[src/sv/abpu_pkg.sv]
// ----------------------------------------------------------------------------
// abpu_pkg
// Types, constants and helper functions of the ARGB pixel blend unit.
// ----------------------------------------------------------------------------
package abpu_pkg;

  typedef enum logic [1:0] {
    MODE_ADD  = 2'd0,
    MODE_SUB  = 2'd1,
    MODE_MUL  = 2'd2,
    MODE_OVER = 2'd3
  } mode_t;

  localparam logic [7:0] CH_MAX = 8'hFF;

  // Work carried through the division stages. For the arithmetic modes the
  // finished pixel sits in pix and den is zero, so no quotient bit is set.
  // For over, pix holds the alpha byte and the color bytes are built in quo.
  typedef struct packed {
    logic [31:0]      pix;
    logic [15:0]      den;
    logic [2:0][23:0] rem;
    logic [2:0][7:0]  quo;
  } div_t;

  // floor(x / 255) for x up to 255 * 255.
  function automatic logic [7:0] div255(input logic [15:0] x);
    logic [16:0] s;
    s = {1'b0, x} + {9'h000, x[15:8]} + 17'd1;
    return s[15:8];
  endfunction

endpackage

[src/sv/abpu_front.sv]
// ----------------------------------------------------------------------------
// abpu_front
// First two pipeline stages: alpha weights and byte products, then the
// arithmetic modes and the numerators and denominator for over.
// ----------------------------------------------------------------------------
module abpu_front (
  input  logic              clk,
  input  logic              rst_n,
  input  logic              in_valid,
  output logic              in_stall,
  input  logic [1:0]        in_kind,
  input  logic [31:0]       in_pixel_a,
  input  logic [31:0]       in_pixel_b,
  output logic              dn_valid,
  input  logic              dn_stall,
  output abpu_pkg::div_t    dn_data
);

  logic        v1_r;
  logic        v2_r;
  logic        stall1;
  logic        stall2;

  logic [1:0]       kind_r;
  logic [31:0]      pa_r;
  logic [31:0]      pb_r;
  logic [15:0]      wa_r;
  logic [15:0]      wb_r;
  logic [3:0][15:0] prod_r;

  logic [15:0]      wa_nxt;
  logic [15:0]      wb_nxt;
  logic [3:0][15:0] prod_nxt;

  abpu_pkg::div_t   d2_r;
  abpu_pkg::div_t   d2_nxt;

  assign stall2   = v2_r && dn_stall;
  assign stall1   = v1_r && stall2;
  assign in_stall = stall1;
  assign dn_valid = v2_r;
  assign dn_data  = d2_r;

  // Stage one: the two alpha weights and the per-byte products.
  always_comb begin
    wa_nxt = {in_pixel_a[31:24], 8'h00} - {8'h00, in_pixel_a[31:24]};
    wb_nxt = {8'h00, in_pixel_b[31:24]} *
             {8'h00, abpu_pkg::CH_MAX - in_pixel_a[31:24]};
    for (int i = 0; i < 4; i++) begin
      prod_nxt[i] = {8'h00, in_pixel_a[8*i +: 8]} * {8'h00, in_pixel_b[8*i +: 8]};
    end
  end

  // Stage two: finish the arithmetic modes or set up the over division.
  always_comb begin
    logic [16:0] den_sum;
    logic [8:0]  add_sum;
    logic [7:0]  ca;
    logic [7:0]  cb;
    d2_nxt  = '0;
    add_sum = '0;
    ca      = '0;
    cb      = '0;
    den_sum = {1'b0, wa_r} + {1'b0, wb_r};
    unique case (abpu_pkg::mode_t'(kind_r))
      abpu_pkg::MODE_OVER: begin
        d2_nxt.den = den_sum[15:0];
        d2_nxt.pix = {abpu_pkg::div255(den_sum[15:0]), 24'h000000};
        for (int i = 0; i < 3; i++) begin
          d2_nxt.rem[i] = {16'h0000, pa_r[8*i +: 8]} * {8'h00, wa_r} +
                          {16'h0000, pb_r[8*i +: 8]} * {8'h00, wb_r};
        end
      end
      abpu_pkg::MODE_ADD: begin
        for (int i = 0; i < 4; i++) begin
          add_sum = {1'b0, pa_r[8*i +: 8]} + {1'b0, pb_r[8*i +: 8]};
          d2_nxt.pix[8*i +: 8] = add_sum[8] ? abpu_pkg::CH_MAX : add_sum[7:0];
        end
      end
      abpu_pkg::MODE_SUB: begin
        for (int i = 0; i < 4; i++) begin
          ca = pa_r[8*i +: 8];
          cb = pb_r[8*i +: 8];
          d2_nxt.pix[8*i +: 8] = (ca > cb) ? (ca - cb) : 8'h00;
        end
      end
      abpu_pkg::MODE_MUL: begin
        for (int i = 0; i < 4; i++) begin
          d2_nxt.pix[8*i +: 8] = abpu_pkg::div255(prod_r[i]);
        end
      end
      default: d2_nxt = '0;
    endcase
  end

  always_ff @(posedge clk) begin
    if (!rst_n) begin
      v1_r <= 1'b0;
      v2_r <= 1'b0;
    end else begin
      if (!stall1) v1_r <= in_valid;
      if (!stall2) v2_r <= v1_r;
    end
  end

  always_ff @(posedge clk) begin
    if (in_valid && !stall1) begin
      kind_r <= in_kind;
      pa_r   <= in_pixel_a;
      pb_r   <= in_pixel_b;
      wa_r   <= wa_nxt;
      wb_r   <= wb_nxt;
      prod_r <= prod_nxt;
    end
    if (v1_r && !stall2) begin
      d2_r <= d2_nxt;
    end
  end

endmodule

[src/sv/abpu_div_stage.sv]
// ----------------------------------------------------------------------------
// abpu_div_stage
// One stage of the restoring divider: two quotient bits per color channel.
// ----------------------------------------------------------------------------
module abpu_div_stage #(
  parameter int unsigned TOP_BIT = 7
) (
  input  logic            clk,
  input  logic            rst_n,
  input  logic            up_valid,
  output logic            up_stall,
  input  abpu_pkg::div_t  up_data,
  output logic            dn_valid,
  input  logic            dn_stall,
  output abpu_pkg::div_t  dn_data
);

  logic            v_r;
  abpu_pkg::div_t  d_r;
  abpu_pkg::div_t  d_nxt;

  assign up_stall = v_r && dn_stall;
  assign dn_valid = v_r;
  assign dn_data  = d_r;

  // A zero denominator never takes a step, which leaves the color at zero.
  always_comb begin
    logic [23:0] dsh;
    d_nxt = up_data;
    for (int i = 0; i < 3; i++) begin
      for (int k = 0; k < 2; k++) begin
        dsh = {8'h00, up_data.den} << (TOP_BIT - k);
        if ((up_data.den != 16'h0000) && (d_nxt.rem[i] >= dsh)) begin
          d_nxt.rem[i]               = d_nxt.rem[i] - dsh;
          d_nxt.quo[i][TOP_BIT - k]  = 1'b1;
        end
      end
    end
  end

  always_ff @(posedge clk) begin
    if (!rst_n) begin
      v_r <= 1'b0;
    end else if (!up_stall) begin
      v_r <= up_valid;
    end
  end

  always_ff @(posedge clk) begin
    if (up_valid && !up_stall) begin
      d_r <= d_nxt;
    end
  end

endmodule

[src/sv/argb_pixel_blend_unit.sv]
// Each input goes through the front stages, then the divider stages.
// Throughput: one pixel pair per cycle while in_stall is low; the four
// quotient bit pairs of the over divider each have a pipeline stage of
// their own. A stall holds only the stages that cannot move; empty stages
// still fill. Reset (rst_n low, synchronous) clears the stage valid bits only.
// ----------------------------------------------------------------------------
// argb_pixel_blend_unit
// Blends two ARGB8888 pixels by add, subtract, multiply or over.
// ----------------------------------------------------------------------------
module argb_pixel_blend_unit (
  input  logic        clk,
  input  logic        rst_n,
  input  logic        in_valid,
  output logic        in_stall,
  input  logic [1:0]  in_kind,
  input  logic [31:0] in_pixel_a,
  input  logic [31:0] in_pixel_b,
  output logic        out_valid,
  input  logic        out_stall,
  output logic [31:0] out_pixel_out
);

  localparam int unsigned NSTG = 4;

  logic [NSTG:0]             v;
  logic [NSTG:0]             s;
  abpu_pkg::div_t [NSTG:0]   d;

  abpu_front u_front (
    .clk        (clk),
    .rst_n      (rst_n),
    .in_valid   (in_valid),
    .in_stall   (in_stall),
    .in_kind    (in_kind),
    .in_pixel_a (in_pixel_a),
    .in_pixel_b (in_pixel_b),
    .dn_valid   (v[0]),
    .dn_stall   (s[0]),
    .dn_data    (d[0])
  );

  for (genvar g = 0; g < NSTG; g++) begin : g_div
    abpu_div_stage #(
      .TOP_BIT (7 - 2 * g)
    ) u_div (
      .clk      (clk),
      .rst_n    (rst_n),
      .up_valid (v[g]),
      .up_stall (s[g]),
      .up_data  (d[g]),
      .dn_valid (v[g+1]),
      .dn_stall (s[g+1]),
      .dn_data  (d[g+1])
    );
  end

  assign s[NSTG]       = out_stall;
  assign out_valid     = v[NSTG];
  assign out_pixel_out = d[NSTG].pix | {8'h00, d[NSTG].quo[2], d[NSTG].quo[1], d[NSTG].quo[0]};

endmodule

[config.mk]
export PLATFORM = sky130hd
export DESIGN_NAME = argb_pixel_blend_unit
export DESIGN_NICKNAME = d
export VERILOG_FILES = /design/src/sv/abpu_pkg.sv /design/src/sv/abpu_front.sv /design/src/sv/abpu_div_stage.sv /design/src/sv/argb_pixel_blend_unit.sv
export SDC_FILE = /design/constraint.sdc
export NUM_CORES = 2
export LEC_CHECK = 0
export ABC_AREA = 1
export BUFFER_PORTS_ARGS = -buffer_cell sky130_fd_sc_hd__buf_2
export CAP_MARGIN = 30
export CORE_ASPECT_RATIO = 1.5
export CORE_MARGIN = 3
export CORE_UTILIZATION = 40
export CTS_CLUSTER_SIZE = 28
export DETAILED_ROUTE_END_ITERATION = 8
export RECOVER_POWER = 25
export SLEW_MARGIN = 0
export SYNTH_ARGS = -nofsm -noshare
export SYNTH_HDL_FRONTEND = slang
export SYNTH_SLANG_ARGS = --single-unit
[constraint.sdc]
create_clock -name clk -period 10.8 [get_ports clk]
set_clock_uncertainty 0.05 [all_clocks]
set_input_delay 1.08 -clock clk [delete_from_list [all_inputs] [get_ports clk]]
set_output_delay 1.08 -clock clk [all_outputs]
set_load 0.02 [all_outputs]
==> impl_summary.md <==
Clock tree
The count of H-tree levels built during CTS is 3. After clock tree synthesis, the flow added hold-fix buffers numbering 0. After clock tree synthesis, the setup repair step added 0 buffers. The clock tree from TritonCTS is built.

Gates resized during post-CTS repair numbered 0. The number of buffers on the longest clock path is 3. The clock drives 739 sinks. Buffers inserted during clock tree synthesis total 82. After clock tree synthesis, the clock-pin slew on the worst setup and hold paths is 0.06 ns. The cell sitting at the root of the clock tree is a sky130_fd_sc_hd__clkbuf_16. At the later pin of the worst-skew pair, clock insertion delay measures 0.70 ns.

Worst setup path
For flop-to-flop paths, the worst setup slack is 3.97 ns. The termination of the worst setup path is u_front.dn_data[44]$_SDFFCE_PP0P_. The category of the critical setup timing path is flop to flop.

The worst-case reg-to-reg path depth is 23. STA classifies the critical path startpoint as a flop. The worst register-to-register path begins at u_front.pa_r[1]$_DFFE_PP_. The endpoint required time on the critical path is 11.19 ns. At the worst endpoint, the arrival time is 7.21 ns. The type of element capturing the critical path is a flop. In this run the worst path has a maximum fanout of 20. The critical path starts at u_front.pa_r[1]$_DFFE_PP_. The worst flop-to-flop path endpoint is u_front.dn_data[44]$_SDFFCE_PP0P_.

Finish
The library cell used most frequently in the layout, excluding fill and tap cells, is sky130_fd_sc_hd__nand2_1. Compared with the post-synthesis result, the final layout area differs by 7.03%. After the last flow step, the layout net total stands at 12900.

Of the cells placed in the final design, the portion with a size suffix greater than 1 is 0.0350. The filler cells instantiated in the layout total 22200. In the layout the commonest cells are 2933 x sky130_fd_sc_hd__nand2_1, 2234 x sky130_fd_sc_hd__inv_1, 892 x sky130_fd_sc_hd__ha_1.

Timing
The final max-slew violation count is 98. The accumulated negative setup slack is 0 ns. The count of endpoints failing hold in the final timing report is 0. In this run the tightest slew margin relative to its limit is -0.673.

Of the available clock period, the critical path in the final layout requires 0.632. The total setup violations reported at the end of the flow is 0. The worst path needs 6.83 ns of the cycle, external delays included.

Setup repair after global routing left no endpoint under its margin. At the pin with the least slew margin, the transition time is 2.51 ns. The fmax is 0.146 GHz.

Synth
Counting flops with a built-in enable in the synthesized netlist gives 733. Of the total synthesized cell area, the portion taken by full adders, half adders and majority gates is 0.314. Averaged over all synthesized cells, the footprint is 7.94 um^2. The share of the Yosys chip area taken by registers is 0.249. Of the total synthesized cell area, the portion taken by XOR and XNOR cells is 0.0418. The simple-gate portion of the synthesized area is 0.193. The netlist area before placement is 88900 um^2. The portion of netlist area occupied by mux cells is 0. In this run, synthesis produced a sequential element count of 739.

After synthesis, the largest family of logic cells by area is adder cells. The cell count after synthesis came out at 11200. The post-synthesis async set-or-reset flop share is 0. The synthesized netlist contains 60 unique library cells. The net count after synthesis is 13000. During synthesis, Yosys emitted a total of 0 warnings. The most used flip-flop cell after synthesis is sky130_fd_sc_hd__edfxtp_1.

The synthesized-area fraction occupied by ao, oa, aoi and oai cells is 0.0916.

Status
The flow ran to the end, but the final reports show violations. The final reports fail on capacitance limit, slew limit.

Job
Across the run, the number of max-cap violations was 4.

Floorplanning
104 I/O pins were placed. The placeable core region is 221000 um^2. The area enclosed by the die boundary is 228000 um^2. The initialized floorplan defines 211 standard-cell rows. The initial core utilization is 0.403. Measured along the x axis, the die boundary spans 391 um. The floorplan step set the die height to 583 um.

Drt
The overall routed net length is 260 mm. The number of vias after detailed routing is 71800. In the routed layout, each cell is associated on average with a via count of 5.09. Before antenna repair, the detailed router went through 7 iterations. For this run, design rule violations remaining after detail routing come to 0. Dividing the detail-routed wire length by the instance count gives 18.5 um.

The first routing iteration left 3698 violations. The number of nets with antenna violations after detailed routing is 0.

Place
The post-detailed-placement half-perimeter wirelength is 213 mm. The congestion estimate from routability-driven global placement came to 0.932. The count of buffers added on input and output ports is 103.

Global routing
The total overflow left after global routing is 0. The initial antenna violation count came to 14. The via count of the first global-routing pass is 75700.

The first global-routing pass estimated 410 mm of wire. In the global route stage, overall resource usage came out at 0.230. The pin count of the biggest net entering global routing is 98.

Hold path
The path class of the tightest hold or removal check is flop to flop.
## state kept, by name (all words and copies together) (netlist names)
register / count
u_front.wb_r: 16
u_front.kind_r: 2
g_div.u_div.dn_valid: 4
u_front.v1_r: 1
u_front.wa_r: 16
u_front.pb_r: 32
u_front.pa_r: 31
u_front.dn_valid: 1
g_div.u_div.dn_data: 452
u_front.dn_data: 120
u_front.prod_r: 64
## final cells by class
| cell class | instances | area, um^2 | area share |
|---|---|---|---|
| sequential | 739 | 22100 | 0.233 |
| tap | 2875 | 3600 | 0.0378 |
| multi-input combinational | 7862 | 56800 | 0.598 |
| clock inverter | 59 | 712 | 0.00749 |
| inverter | 2259 | 8500 | 0.0894 |
| timing repair buffer | 193 | 1170 | 0.0123 |
| antenna | 17 | 42.5 | 0.000447 |
| clock buffer | 92 | 2110 | 0.0222 |
## synthesized netlist by cell type (5+ instances only)
master	count	area share
sky130_fd_sc_hd__nor2_2	8	0.00056
sky130_fd_sc_hd__clkbuf_1	275	0.012
sky130_fd_sc_hd__o211ai_1	12	0.0010
sky130_fd_sc_hd__fa_1	834	0.19
sky130_fd_sc_hd__buf_4	18	0.0015
sky130_fd_sc_hd__o21a_1	25	0.0021
sky130_fd_sc_hd__a221oi_1	6	0.00059
sky130_fd_sc_hd__xnor2_1	191	0.019
sky130_fd_sc_hd__o21ai_1	55	0.0031
sky130_fd_sc_hd__a31oi_1	14	0.00099
sky130_fd_sc_hd__nand2_4	8	0.0010
sky130_fd_sc_hd__o21bai_1	53	0.0045
sky130_fd_sc_hd__a211oi_1	10	0.00084
sky130_fd_sc_hd__nand2_2	25	0.0018
sky130_fd_sc_hd__o31ai_1	8	0.00068
sky130_fd_sc_hd__nand4_1	110	0.0077
sky130_fd_sc_hd__nor4_1	33	0.0023
sky130_fd_sc_hd__nand3b_1	13	0.0011
sky130_fd_sc_hd__a21oi_1	654	0.037
sky130_fd_sc_hd__buf_1	5	0.00021
sky130_fd_sc_hd__or2_2	38	0.0027
sky130_fd_sc_hd__nand2_1	2934	0.12
sky130_fd_sc_hd__nand3_2	5	0.00056
sky130_fd_sc_hd__a21o_1	36	0.0030
sky130_fd_sc_hd__and2_1	8	0.00056
sky130_fd_sc_hd__a21boi_0	29	0.0025
sky130_fd_sc_hd__o21ai_0	565	0.032
sky130_fd_sc_hd__xor2_1	233	0.023
sky130_fd_sc_hd__ha_1	892	0.13
sky130_fd_sc_hd__inv_1	2237	0.095
sky130_fd_sc_hd__buf_2	25	0.0014
sky130_fd_sc_hd__o21ai_2	9	0.00089
sky130_fd_sc_hd__inv_2	15	0.00063
sky130_fd_sc_hd__nand3_1	355	0.020
sky130_fd_sc_hd__nor3_1	73	0.0041
sky130_fd_sc_hd__buf_6	9	0.0011
sky130_fd_sc_hd__edfxtp_1	733	0.25
sky130_fd_sc_hd__dfxtp_1	6	0.0014
sky130_fd_sc_hd__nor2_1	588	0.025
## worst min path at each step
stage                                             startpoint                                    end  depth (start not counted)
floorplan                     u_front.dn_data[112]$_DFFE_PP_  g_div[0].u_div.dn_data[112]$_DFFE_PP_                          0
global placement       g_div[2].u_div.dn_data[129]$_DFFE_PP_  g_div[3].u_div.dn_data[129]$_DFFE_PP_                          0
detailed placement     g_div[0].u_div.dn_data[143]$_DFFE_PP_  g_div[1].u_div.dn_data[143]$_DFFE_PP_                          0
CTS                    g_div[1].u_div.dn_data[114]$_DFFE_PP_  g_div[2].u_div.dn_data[114]$_DFFE_PP_                          0
global route        g_div[0].u_div.dn_data[15]$_SDFFCE_PN1P_   g_div[1].u_div.dn_data[15]$_DFFE_PP_                          0
finish                 g_div[1].u_div.dn_data[114]$_DFFE_PP_  g_div[2].u_div.dn_data[114]$_DFFE_PP_                          0
## critical path, stage by stage (launching register included)
cell	delay, ns
sky130_fd_sc_hd__edfxtp_1	1.01
sky130_fd_sc_hd__nand2_1	0.18
sky130_fd_sc_hd__fa_1	0.58
sky130_fd_sc_hd__inv_1	0.04
sky130_fd_sc_hd__ha_1	0.27
sky130_fd_sc_hd__inv_1	0.06
sky130_fd_sc_hd__fa_1	0.50
sky130_fd_sc_hd__inv_1	0.06
sky130_fd_sc_hd__fa_1	0.53
sky130_fd_sc_hd__inv_1	0.05
sky130_fd_sc_hd__fa_1	0.48
sky130_fd_sc_hd__inv_1	0.05
sky130_fd_sc_hd__fa_1	0.45
sky130_fd_sc_hd__ha_1	0.33
sky130_fd_sc_hd__inv_1	0.07
sky130_fd_sc_hd__o21ai_0	0.42
sky130_fd_sc_hd__a21oi_1	0.17
sky130_fd_sc_hd__o21ai_0	0.38
sky130_fd_sc_hd__a21oi_1	0.14
sky130_fd_sc_hd__inv_1	0.11
sky130_fd_sc_hd__a21oi_1	0.09
sky130_fd_sc_hd__o21ai_0	0.23
sky130_fd_sc_hd__a21oi_1	0.10
sky130_fd_sc_hd__o21a_1	0.21
## per-layer routing
layer / routed length, um / GRT usage
met1: 95200 / 0.245
met2: 135000 / 0.428
met3: 10700 / 0.0259
met4: 20000 / 0.150
met5: 11 / 0
## through the flow
step / std cells / worst slack [ns] / util / hold slack [ns] / instance area (um^2)
floorplan: 11200 / 3.29 / - / 0.350 / 88900
global placement: 13900 / 3.99 / 0.418 / 0.351 / 92200
detailed placement: 13900 / 4.11 / 0.418 / 0.355 / 92300
CTS: 14100 / 4.07 / 0.431 / 0.344 / 95100
global route: 14100 / 3.50 / 0.431 / 0.364 / 95100
finish: 14100 / 3.97 / 0.431 / 0.349 / 95100
## cell families after synthesis
| logic type | count (synthesis) |
|---|---|
| and+or+nand+nor | 4210 |
| xor gates and xnor gates | 424 |
| buffers and inverters | 2591 |
| adders and majority gates | 1726 |
| DFF | 739 |
| AOI/OAI and AO/OA | 1502 |
Power is left out: the tool's default activity adds up to more than one toggle a clock period on the data nets, which glitch-free logic cannot reach.
